==> src/design/brpc_pkg.sv <==
// Shared types and codes for the bistable relay pulse controller.
// Used by brpc_csr, the top level and the port checker.
package brpc_pkg;

   // Configuration register indexes
   typedef enum logic [2:0] {
      CSR_TOGGLE_MODE      = 3'd0,
      CSR_ACTIVE_HIGH      = 3'd1,
      CSR_RESET_AT_STARTUP = 3'd2,
      CSR_PAUSE_TENTHS     = 3'd3,
      CSR_PULSE_TENTHS     = 3'd4,
      CSR_ON_SECONDS       = 3'd5,
      CSR_DEBOUNCE_ENABLE  = 3'd6,
      CSR_DEBOUNCE_TICKS   = 3'd7
   } csr_index_type;

   localparam int CSR_INDEX_WIDTH = 3;
   localparam int CSR_DATA_WIDTH  = 8;

   // Reset values of the configuration registers
   localparam logic [7:0] PAUSE_TENTHS_RESET   = 8'd5;
   localparam logic [7:0] PULSE_TENTHS_RESET   = 8'd2;
   localparam logic [7:0] DEBOUNCE_TICKS_RESET = 8'd15;

   // Pending relay request
   typedef enum logic [1:0] {
      REQ_NONE   = 2'd0,
      REQ_SWITCH = 2'd1,
      REQ_RESET  = 2'd2
   } request_type;

   // Coil drive state
   typedef enum logic [1:0] {
      COIL_OFF   = 2'd0,
      COIL_RESET = 2'd1,
      COIL_SET   = 2'd2
   } coil_type;

   // Last active level taken by a debounce recheck
   typedef enum logic [1:0] {
      ACC_LOW     = 2'd0,
      ACC_HIGH    = 2'd1,
      ACC_UNKNOWN = 2'd2
   } accepted_type;

   // Configuration seen by the step logic
   typedef struct packed {
      logic       toggle_mode;
      logic       active_high;
      logic       reset_at_startup;
      logic [7:0] pause_tenths;
      logic [7:0] pulse_tenths;
      logic [7:0] on_seconds;
      logic       debounce_enable;
      logic [7:0] debounce_ticks;
   } cfg_type;

   // Result word bit positions
   localparam int RSP_COIL_RESET = 0;
   localparam int RSP_COIL_SET   = 1;
   localparam int RSP_RELAY_LED  = 2;
   localparam int RSP_INFO_LED   = 3;

endpackage

==> src/design/brpc_csr.sv <==
// Configuration register file of the relay controller.
// Depends on brpc_pkg for the register indexes and cfg_type.
module brpc_csr
   import brpc_pkg::*;
(
   input  logic                       clock,
   input  logic                       reset,
   input  logic                       csr_we,
   input  logic [CSR_INDEX_WIDTH-1:0] csr_index,
   input  logic [CSR_DATA_WIDTH-1:0]  csr_wdata,
   output cfg_type                    cfg
);

   cfg_type cfg_ff;
   cfg_type cfg_in;

   // Decode the write into one register
   always_comb begin
      cfg_in = cfg_ff;
      if (csr_we) begin
         case (csr_index_type'(csr_index))
            CSR_TOGGLE_MODE:      cfg_in.toggle_mode      = csr_wdata[0];
            CSR_ACTIVE_HIGH:      cfg_in.active_high      = csr_wdata[0];
            CSR_RESET_AT_STARTUP: cfg_in.reset_at_startup = csr_wdata[0];
            CSR_PAUSE_TENTHS:     cfg_in.pause_tenths     = csr_wdata;
            CSR_PULSE_TENTHS:     cfg_in.pulse_tenths     = csr_wdata;
            CSR_ON_SECONDS:       cfg_in.on_seconds       = csr_wdata;
            CSR_DEBOUNCE_ENABLE:  cfg_in.debounce_enable  = csr_wdata[0];
            CSR_DEBOUNCE_TICKS:   cfg_in.debounce_ticks   = csr_wdata;
            default:              cfg_in = cfg_ff;
         endcase
      end
   end

   // Hold the registers
   always_ff @(posedge clock) begin
      if (reset) begin
         cfg_ff.toggle_mode      <= 1'b0;
         cfg_ff.active_high      <= 1'b1;
         cfg_ff.reset_at_startup <= 1'b0;
         cfg_ff.pause_tenths     <= PAUSE_TENTHS_RESET;
         cfg_ff.pulse_tenths     <= PULSE_TENTHS_RESET;
         cfg_ff.on_seconds       <= 8'd0;
         cfg_ff.debounce_enable  <= 1'b1;
         cfg_ff.debounce_ticks   <= DEBOUNCE_TICKS_RESET;
      end else begin
         cfg_ff <= cfg_in;
      end
   end

   assign cfg = cfg_ff;

endmodule

==> src/design/bistable_relay_pulse_controller.sv <==
// The result word of a tick word is registered in the result register at the edge that accepts the tick word.
// Throughput: one tick word per cycle while results are taken; the result register frees itself in the
// cycle the result is taken, so input and output run back to back.
// Reset (synchronous, active high) clears all controller state and the
// configuration to its defaults; no clearing pass is needed.
// Depends on brpc_pkg and brpc_csr.
module bistable_relay_pulse_controller
   import brpc_pkg::*;
#(
   parameter int TICKS_PER_TENTH   = 10,
   parameter int TENTHS_PER_SECOND = 10,
   parameter int COUNT_WIDTH       = 8
) (
   input  logic                       clock,
   input  logic                       reset,
   // Input words
   input  logic                       req_tvalid,
   output logic                       req_tready,
   input  logic [7:0]                 req_tdata,   // [0] raw_level, rest zero
   // Result words
   output logic                       rsp_tvalid,
   input  logic                       rsp_tready,
   output logic [7:0]                 rsp_tdata,   // [0] coil_reset_drive,
                                                   // [1] coil_set_drive,
                                                   // [2] relay_led, [3] info_led
   // Configuration
   input  logic                       csr_we,
   input  logic [CSR_INDEX_WIDTH-1:0] csr_index,
   input  logic [CSR_DATA_WIDTH-1:0]  csr_wdata
);

   localparam int TICK_W  = $clog2(TICKS_PER_TENTH + 1);
   localparam int TENTH_W = $clog2(TENTHS_PER_SECOND + 1);

   cfg_type cfg;

   brpc_csr u_csr (
      .clock     (clock),
      .reset     (reset),
      .csr_we    (csr_we),
      .csr_index (csr_index),
      .csr_wdata (csr_wdata),
      .cfg       (cfg)
   );

   // Controller state
   logic                   relay_ff,     relay_in;
   request_type            pend_ff,      pend_in;
   logic                   started_ff,   started_in;
   logic                   prev_raw_ff,  prev_raw_in;
   logic                   deb_busy_ff,  deb_busy_in;
   logic [7:0]             deb_left_ff,  deb_left_in;
   accepted_type           last_acc_ff,  last_acc_in;
   logic [COUNT_WIDTH-1:0] pause_ff,     pause_in;
   logic [COUNT_WIDTH-1:0] pulse_ff,     pulse_in;
   logic [COUNT_WIDTH-1:0] on_left_ff,   on_left_in;
   logic [TICK_W-1:0]      tick_ff,      tick_in;
   logic [TENTH_W-1:0]     tenth_ff,     tenth_in;
   coil_type               coil_ff,      coil_in;
   logic                   info_ff,      info_in;

   // Result register
   logic                   rsp_valid_ff, rsp_valid_in;
   logic [7:0]             rsp_data_ff,  rsp_data_in;

   logic                   accept;
   logic                   raw;
   logic                   active;
   accepted_type           active_code;
   logic [TICK_W-1:0]      tick_next;
   logic [TENTH_W-1:0]     tenth_next;
   logic                   finish;
   logic                   take;
   logic                   do_sw;
   logic                   sw_set;

   assign req_tready = !rsp_valid_ff || rsp_tready;
   assign accept     = req_tvalid && req_tready;
   assign raw        = req_tdata[0];
   assign active     = (raw == cfg.active_high);
   assign active_code = active ? ACC_HIGH : ACC_LOW;
   assign tick_next  = tick_ff + TICK_W'(1);
   assign tenth_next = tenth_ff + TENTH_W'(1);

   // Step logic for one tick: start-up rule or edge, tenth timer, request handling
   always_comb begin
      relay_in    = relay_ff;
      pend_in     = pend_ff;
      started_in  = started_ff;
      prev_raw_in = raw;
      deb_busy_in = deb_busy_ff;
      deb_left_in = deb_left_ff;
      last_acc_in = last_acc_ff;
      pause_in    = pause_ff;
      pulse_in    = pulse_ff;
      on_left_in  = on_left_ff;
      tick_in     = tick_next;
      tenth_in    = tenth_ff;
      coil_in     = coil_ff;
      info_in     = info_ff;
      finish      = 1'b0;
      take        = 1'b0;
      do_sw       = 1'b0;
      sw_set      = 1'b0;

      // Start-up rule on the first tick, edge detection afterwards
      if (!started_ff) begin
         started_in = 1'b1;
         if (cfg.toggle_mode) begin
            if (cfg.reset_at_startup) pend_in = REQ_RESET;
         end else if (active) begin
            pend_in = REQ_SWITCH;
         end else if (cfg.reset_at_startup) begin
            pend_in = REQ_RESET;
         end
      end else if (raw != prev_raw_ff && pause_ff == '0) begin
         pend_in = REQ_SWITCH;
      end

      // Tenth timer
      if (tick_next >= TICK_W'(TICKS_PER_TENTH)) begin
         tick_in = '0;
         tenth_in = tenth_next;
         if (tenth_next >= TENTH_W'(TENTHS_PER_SECOND)) begin
            tenth_in = '0;
            if (on_left_ff != '0) begin
               on_left_in = on_left_ff - COUNT_WIDTH'(1);
               if (on_left_in == '0) pend_in = REQ_RESET;
            end
         end
         if (pause_ff != '0) begin
            pause_in = pause_ff - COUNT_WIDTH'(1);
            if (pause_in == '0 && !cfg.toggle_mode && active != relay_ff
                && pulse_ff == '0) begin
               pend_in = REQ_SWITCH;
            end
         end
         if (pulse_ff != '0) begin
            pulse_in = pulse_ff - COUNT_WIDTH'(1);
            if (pulse_in == '0) begin
               coil_in = COIL_OFF;
               info_in = 1'b0;
            end
         end
      end

      // Request handling
      if (deb_busy_ff) begin
         if (deb_left_ff != 8'd0) deb_left_in = deb_left_ff - 8'd1;
         if (deb_left_in == 8'd0) finish = 1'b1;
      end else if (pend_in == REQ_RESET) begin
         do_sw = 1'b1;
      end else if (pend_in == REQ_SWITCH) begin
         if (cfg.debounce_enable) begin
            deb_busy_in = 1'b1;
            deb_left_in = cfg.debounce_ticks;
            if (cfg.debounce_ticks == 8'd0) finish = 1'b1;
         end else begin
            take = 1'b1;
         end
      end

      // Recheck after the debounce wait: drop if the level is unchanged
      if (finish) begin
         deb_busy_in = 1'b0;
         if (active_code == last_acc_ff) begin
            pend_in = REQ_NONE;
         end else begin
            last_acc_in = active_code;
            take = 1'b1;
         end
      end

      if (take) begin
         do_sw  = 1'b1;
         sw_set = cfg.toggle_mode ? !relay_ff : active;
      end

      // Drive a coil pulse and restart the timers
      if (do_sw) begin
         relay_in = sw_set;
         coil_in  = sw_set ? COIL_SET : COIL_RESET;
         info_in  = 1'b1;
         if (sw_set) on_left_in = COUNT_WIDTH'(cfg.on_seconds);
         pulse_in = COUNT_WIDTH'(cfg.pulse_tenths);
         pause_in = COUNT_WIDTH'(cfg.pause_tenths);
         tick_in  = '0;
         pend_in  = REQ_NONE;
      end
   end

   // Result word and output register handshake
   always_comb begin
      rsp_data_in = 8'd0;
      rsp_data_in[RSP_COIL_RESET] = (coil_in == COIL_RESET);
      rsp_data_in[RSP_COIL_SET]   = (coil_in == COIL_SET);
      rsp_data_in[RSP_RELAY_LED]  = relay_in;
      rsp_data_in[RSP_INFO_LED]   = info_in;
      rsp_valid_in = accept || (rsp_valid_ff && !rsp_tready);
   end

   // Advance the controller state on each accepted word
   always_ff @(posedge clock) begin
      if (reset) begin
         relay_ff    <= 1'b0;
         pend_ff     <= REQ_NONE;
         started_ff  <= 1'b0;
         prev_raw_ff <= 1'b0;
         deb_busy_ff <= 1'b0;
         deb_left_ff <= 8'd0;
         last_acc_ff <= ACC_UNKNOWN;
         pause_ff    <= '0;
         pulse_ff    <= '0;
         on_left_ff  <= '0;
         tick_ff     <= '0;
         tenth_ff    <= '0;
         coil_ff     <= COIL_OFF;
         info_ff     <= 1'b0;
      end else if (accept) begin
         relay_ff    <= relay_in;
         pend_ff     <= pend_in;
         started_ff  <= started_in;
         prev_raw_ff <= prev_raw_in;
         deb_busy_ff <= deb_busy_in;
         deb_left_ff <= deb_left_in;
         last_acc_ff <= last_acc_in;
         pause_ff    <= pause_in;
         pulse_ff    <= pulse_in;
         on_left_ff  <= on_left_in;
         tick_ff     <= tick_in;
         tenth_ff    <= tenth_in;
         coil_ff     <= coil_in;
         info_ff     <= info_in;
      end
   end

   // Hold the result until taken
   always_ff @(posedge clock) begin
      if (reset) begin
         rsp_valid_ff <= 1'b0;
      end else begin
         rsp_valid_ff <= rsp_valid_in;
      end
   end

   always_ff @(posedge clock) begin
      if (accept) rsp_data_ff <= rsp_data_in;
   end

   assign rsp_tvalid = rsp_valid_ff;
   assign rsp_tdata  = rsp_data_ff;

endmodule

==> config.mk <==
export PLATFORM = sky130hd
export DESIGN_NAME = bistable_relay_pulse_controller
export DESIGN_NICKNAME = d
export VERILOG_FILES = /design/src/design/brpc_pkg.sv /design/src/design/brpc_csr.sv /design/src/design/bistable_relay_pulse_controller.sv
export SDC_FILE = /design/constraint.sdc
export NUM_CORES = 1
export LEC_CHECK = 0
export BUFFER_PORTS_ARGS = -buffer_cell sky130_fd_sc_hd__buf_4
export CORE_MARGIN = 2
export CORE_UTILIZATION = 65
export DETAILED_ROUTE_END_ITERATION = 16
export PLACE_DENSITY = 0.86
export SLEW_MARGIN = 20
export SYNTH_ARGS = -nofsm -noshare
export SYNTH_HDL_FRONTEND = slang
export SYNTH_SLANG_ARGS = --single-unit
==> constraint.sdc <==
create_clock -name clock -period 9.9 [get_ports clock]
set_clock_uncertainty 0.2 [all_clocks]
set_input_delay 2.475 -clock clock [delete_from_list [all_inputs] [get_ports clock]]
set_output_delay 2.475 -clock clock [all_outputs]
set_load 0.02 [all_outputs]
* Yosys cells after proc, flatten, opt, wreduce, memory -nomap -nowiden
Index checks and enable logic that the tools add are counted.
** Cells by class
- Add/sub/neg operators :: 6
- $lt $le $gt $ge :: 2
- Equality and inequality tests :: 16
- Muxes and demuxes :: 67
- Bitwise operators :: 1
- Reduce and logical (&&, ||, !) cells :: 42
** Operators with widths (number)
- 8-bit two-way mux :: 17
- 8-bit logical NOT :: 7
- 2-bit two-way mux :: 19
- 8-bit nonzero test :: 4
- 8-bit by 1-bit subtractor with 8-bit output (second input constant) :: 4
- 1-bit two-way mux :: 28
- 2-bit AND reduction :: 9
- 3-bit equality test (second input constant) :: 4
- 4-bit two-way mux :: 3
- 2-bit nonzero test :: 5
- 3-bit AND reduction :: 3
- 4-bit by 1-bit adder with 4-bit output (second input constant) :: 2
- 4-bit greater-or-equal comparator (second input constant) :: 2
- 3-bit by 2-bit equality test with 1-bit output (second input constant) :: 2
- 1-bit logical AND :: 6
- 2-bit by 1-bit equality test with 1-bit output (second input constant) :: 2
- 2-bit equality test (second input constant) :: 2
- 1-bit logical NOT :: 4
- 4-bit AND reduction :: 1
- 3-bit by 1-bit equality test with 1-bit output (second input constant) :: 1
- 3-bit logical NOT :: 1
- 1-bit by 2-bit equality test with 1-bit output :: 1
- 1-bit logical OR :: 2
- 1-bit inequality test :: 2
- 3 further kinds :: 3
** Storage, ports and cells
- Bits in registers :: 92
- Input port bits :: 24
- Output and inout bits :: 10
- Logic and storage cells :: 158

* Depth between registers and ports, before layout
- Word-level depth :: 20
- Depth in mapped cells :: 13
- Gate-level depth less buffers :: 10

* Hierarchy
A second synthesis with hierarchy kept.
** Second synthesis, totals
- Cells, all modules :: 671
- Area, all modules :: 5703.0 µm²
** By module, submodules not included
- bistable_relay_pulse_controller :: instances 1, cells an instance 528, area each 4156.5 µm², seq. area each 1161.1 µm²
- brpc_csr :: instances 1, cells an instance 143, area each 1546.5 µm², seq. area each 720.7 µm²

* Worst setup path before layout
OpenSTA, ideal clock, no wires.
- Path type :: input -> output
- Start point :: input port rsp_tready
- End point :: output port req_tready
- Data arrival time :: 2718 ps
- Required time :: 7225 ps
- Setup slack :: 4507 ps
- Cell stages on the path :: 1
- Buffers on the path :: 0
- Cells stage by stage :: nand2b_1
** On the way
- Word-level cells in the longest chain between the ends :: 1
** Ends and longest elaborated chain
- from (decl) :: RTL line bistable_relay_pulse_controller.sv:22 : input logic rsp_tready,
- 1-bit logical OR :: RTL line bistable_relay_pulse_controller.sv:77 : assign req_tready = !rsp_valid_ff || rsp_tready;
- to (decl) :: RTL line bistable_relay_pulse_controller.sv:18 : output logic req_tready,
No other way between the ends.

* Worst setup path in the final report
Ends and elaborated chain as after synthesis.

==> key figures <==
Global route
  – Vias in the first global route: about 4600
  – Total track usage: between 30% and 40%
  – Global-route wire length before repair: around 21000 um
  – Initial antenna violation count: 0
  – Largest net degree at the start of global routing: 62
  – Total overflow reported by the global router: 0

STA
  – F_max: 179 MHz
  – Worst Tran Pin Value: approximately 1.0 ns
  – Pins Over Slew Limit: 0
  – Tmin final: roughly 5.6 ns
  – Fin. Hold Viols: 0
  – Slew HR: between 20% and 30%
  – Period Utilization, post-route: 56.6%
  – Final setup violating endpoints: 0
  – Unrepaired setup endpoints after global routing: no
  – Setup WS post-layout: between 4 and 5 ns
  – Setup TNS: 0 ns

Logic synthesis
  – Yosys top cell by area: dfxtp_1
  – Sequential-to-total area share from yosys stat: a little over a third
  – Most numerous cell in the Yosys netlist: nand2_1
  – Largest family of logic cells by synthesized area: simple AND/OR/NAND/NOR gates
  – Mean Syn Cell Area: roughly 7.9 um^2
  – Post-Syn Area: between 5000 and 6000 um^2
  – Leading cell types by total area after synthesis: dfxtp_1 34%, nand2_1 7.0%, mux2i_1 6.1%, a21oi_1 4.8%, nor2_1 4.2%
  – Post-synthesis mux area share: roughly 6.3%
  – Synth Area in XOR/XNOR: roughly 3.3%
  – Post-Synth Adder-Cell Area: under 10%
  – Post-Synth Simple-Gate Area: approximately a quarter
  – Compound-Gate Fraction of Synth Area: 19.1%
  – Post-synth top cells: 98 x nand2_1, 88 x dfxtp_1, 59 x nor2_1, 50 x a21oi_1, 33 x inv_1
  – Yosys cell types: 74
  – Post-synth EDFFs: 4
  – Synth async-reset ratio: 0%
  – Yosys top cell area share: approximately 34%
  – Synth Register Bits: 92
  – Main synth FF type: dfxtp_1
  – Yosys warning count: 0
  – Cell count after synthesis: roughly 660

Worst setup path
  – Worst Reg-to-Reg Cells: 11
  – Crit start category: input pin
  – CP max FO: 4
  – WS Path Type: input pin to output port
  – Worst setup path end: req_tready
  – Slack of the worst reg-to-reg path: roughly 5.9 ns
  – CP Launch Point: rsp_tready
  – Worst reg2reg endpoint: pulse_ff[6]
  – Required @ worst endpoint: around 7.2 ns
  – Worst Setup End Kind: output port
  – Reg-to-Reg Start: pulse_ff[0]
  – CP arrival: a little under 3 ns

Clock tree
  – Cts bufs inserted: 9
  – Hold Buf Count CTS: 0
  – Cts repair resizes: 0
  – CTS clk-pin slew, worst paths: approximately 0.1 ns
  – Post-CTS setup buffers: 0
  – Sink Count: just over 90
  – Clock Latency Late Sink: roughly 0.36 ns
  – CTS H-tree depth: 3
  – Clock Tree Root: clkbuf_8
  – CTS Buffer Depth: 2
  – TritonCTS clock tree: yes

Pwr
  – Pleak: 0.00218 uW
  – Pint: roughly 570 uW
  – Switching Share: 30.9%
  – NetSw: 255 uW
  – Sequential power share: a little under 50%
  – Combinational share of power: between 10% and 20%
  – Pwr per Cell Area: around 150 nW/um^2
  – Clock power frac: 31.2%
  – Peak VDD IR: ~0.11 mV
  – Tot Pwr: a little over 800 uW

Die
  – Die ar.: 8800 um^2
  – Starting density of the core: about two thirds
  – Ports: 34
  – Die height: around 94 um
  – FP Rows: 32
  – Die width: approximately 94 um
  – Core Region: 7770 um^2

Worst hold path
  – Hold Crit Class: flip-flop to flip-flop

Placement
  – Gpl congestion: around 0.9
  – Port Buffers: 22
  – Pre-CTS WS: approximately 4.3 ns
  – Hpwl dp: 9270 um

Cells and area
  – ANT cells: 0
  – Area grow syn2layout: 6.56%
  – Ratio of cells with drive above 1 in the final layout: a little under a tenth
  – Final nets: around 700
  – Post-layout util: between 70 and 80%

Route
  – Drt pass-1 iters: 5
  – Final wirelength: 13000 um
  – Residual DRC: 0
  – Via/cell ratio: 6.42
  – Via Count: roughly 4900
  – WL/cell: between 15 and 20 um
  – Post-DRT Antenna Nets: 0
  – Iter 0 DRT Violations: 348

Run
  – Max Cap Viol: 0

Run status
  – Outcome: completed
state kept, by name (all words and copies together) (netlist names):
signal,cells
coil_ff,2
deb_busy_ff,1
deb_left_ff,8
info_ff,1
last_acc_ff,2
on_left_ff,8
pause_ff,8
pend_ff,2
prev_raw_ff,1
pulse_ff,8
relay_ff,1
rsp_tdata,4
rsp_tvalid,1
started_ff,1
tenth_ff,4
tick_ff,4
u_csr.cfg,36
metrics by stage:
step | instance area, um^2 | instances | hold slack [ns]
after floorplan | 5250 | 665 | 0.227
after global placement | 5390 | 751 | 0.239
after detailed placement | 5390 | 751 | 0.254
after CTS | 5590 | 767 | 0.262
after global routing | 5590 | 767 | 0.289
final | 5590 | 767 | 0.270
cell usage in the layout, fill, tap and decap left out, types with 4 or more instances in the layout:
cell / Yosys / layout
or2_2: 4 / 4
mux2i_1: 32 / 32
a21oi_1: 50 / 50
xor2_1: 4 / 4
or4_1: 8 / 8
nand3b_1: 4 / 4
nand3_1: 26 / 26
nor3b_1: 4 / 4
a31oi_1: 14 / 14
o31ai_1: 5 / 5
dfxtp_1: 88 / 88
nor2_1: 59 / 59
nor4_1: 7 / 7
inv_1: 33 / 33
conb_1: 1 / 4
buf_4: 4 / 25
or3_1: 5 / 5
o21ai_0: 26 / 26
edfxtp_1: 4 / 4
nand2b_1: 8 / 8
clkbuf_8: 0 / 9
nand2_1: 98 / 98
xnor2_1: 16 / 16
o211ai_1: 4 / 4
nor2b_1: 4 / 4
nor3_1: 15 / 15
o22ai_1: 14 / 14
nand4_1: 8 / 8
a211oi_1: 5 / 5
ha_1: 13 / 13
critical path, stage by stage:
cell and delay, ns:
buf_4 0.10, nand2b_1 0.17, buf_4 0.17
logic make-up after synthesis:
group	after synthesis
simple gates	272
flops	92
other cells	1
compound gates	157
xor+xnor	20
buf+inv	74
mux	33
fa+ha+maj	13
routing by layer:
layer	wire length [um]	track usage [%]	vias up
met5	0	0	-
met4	295	11.0	0
li1	-	-	2362
met2	6240	50.9	229
met1	5420	40.0	2303
met3	1040	5.70	33
power by group through the flow:
stage	Sequential, uW	Clock [uW]	Combinational, uW
floorplan	408	0	126
global placement	415	0	151
detailed placement	416	0	158
CTS	407	257	159
global route	410	272	177
finish	408	257	160
worst min path at each step:
stage / cells after the start / to / slack [ns] / from
global route: 2 / u_csr.cfg[19] / 0.29 / u_csr.cfg[19]
global placement: 1 / last_acc_ff[1] / 0.24 / last_acc_ff[1]
finish: 2 / u_csr.cfg[11] / 0.27 / u_csr.cfg[11]
floorplan: 1 / last_acc_ff[1] / 0.23 / last_acc_ff[1]
detailed placement: 2 / u_csr.cfg[11] / 0.25 / u_csr.cfg[11]
CTS: 2 / u_csr.cfg[17] / 0.26 / u_csr.cfg[17]
final cells by class:
class | instances | area [um^2]
inverters | 33 | 124
clock inverters | 7 | 75.1
multi-input cells | 499 | 3070
fillers | 618 | 2180
repair buffers | 25 | 188
well taps | 102 | 128
flip-flops and latches | 92 | 1880
clock buffers | 9 | 124
Note: power is estimated with default switching activity, not from simulation.
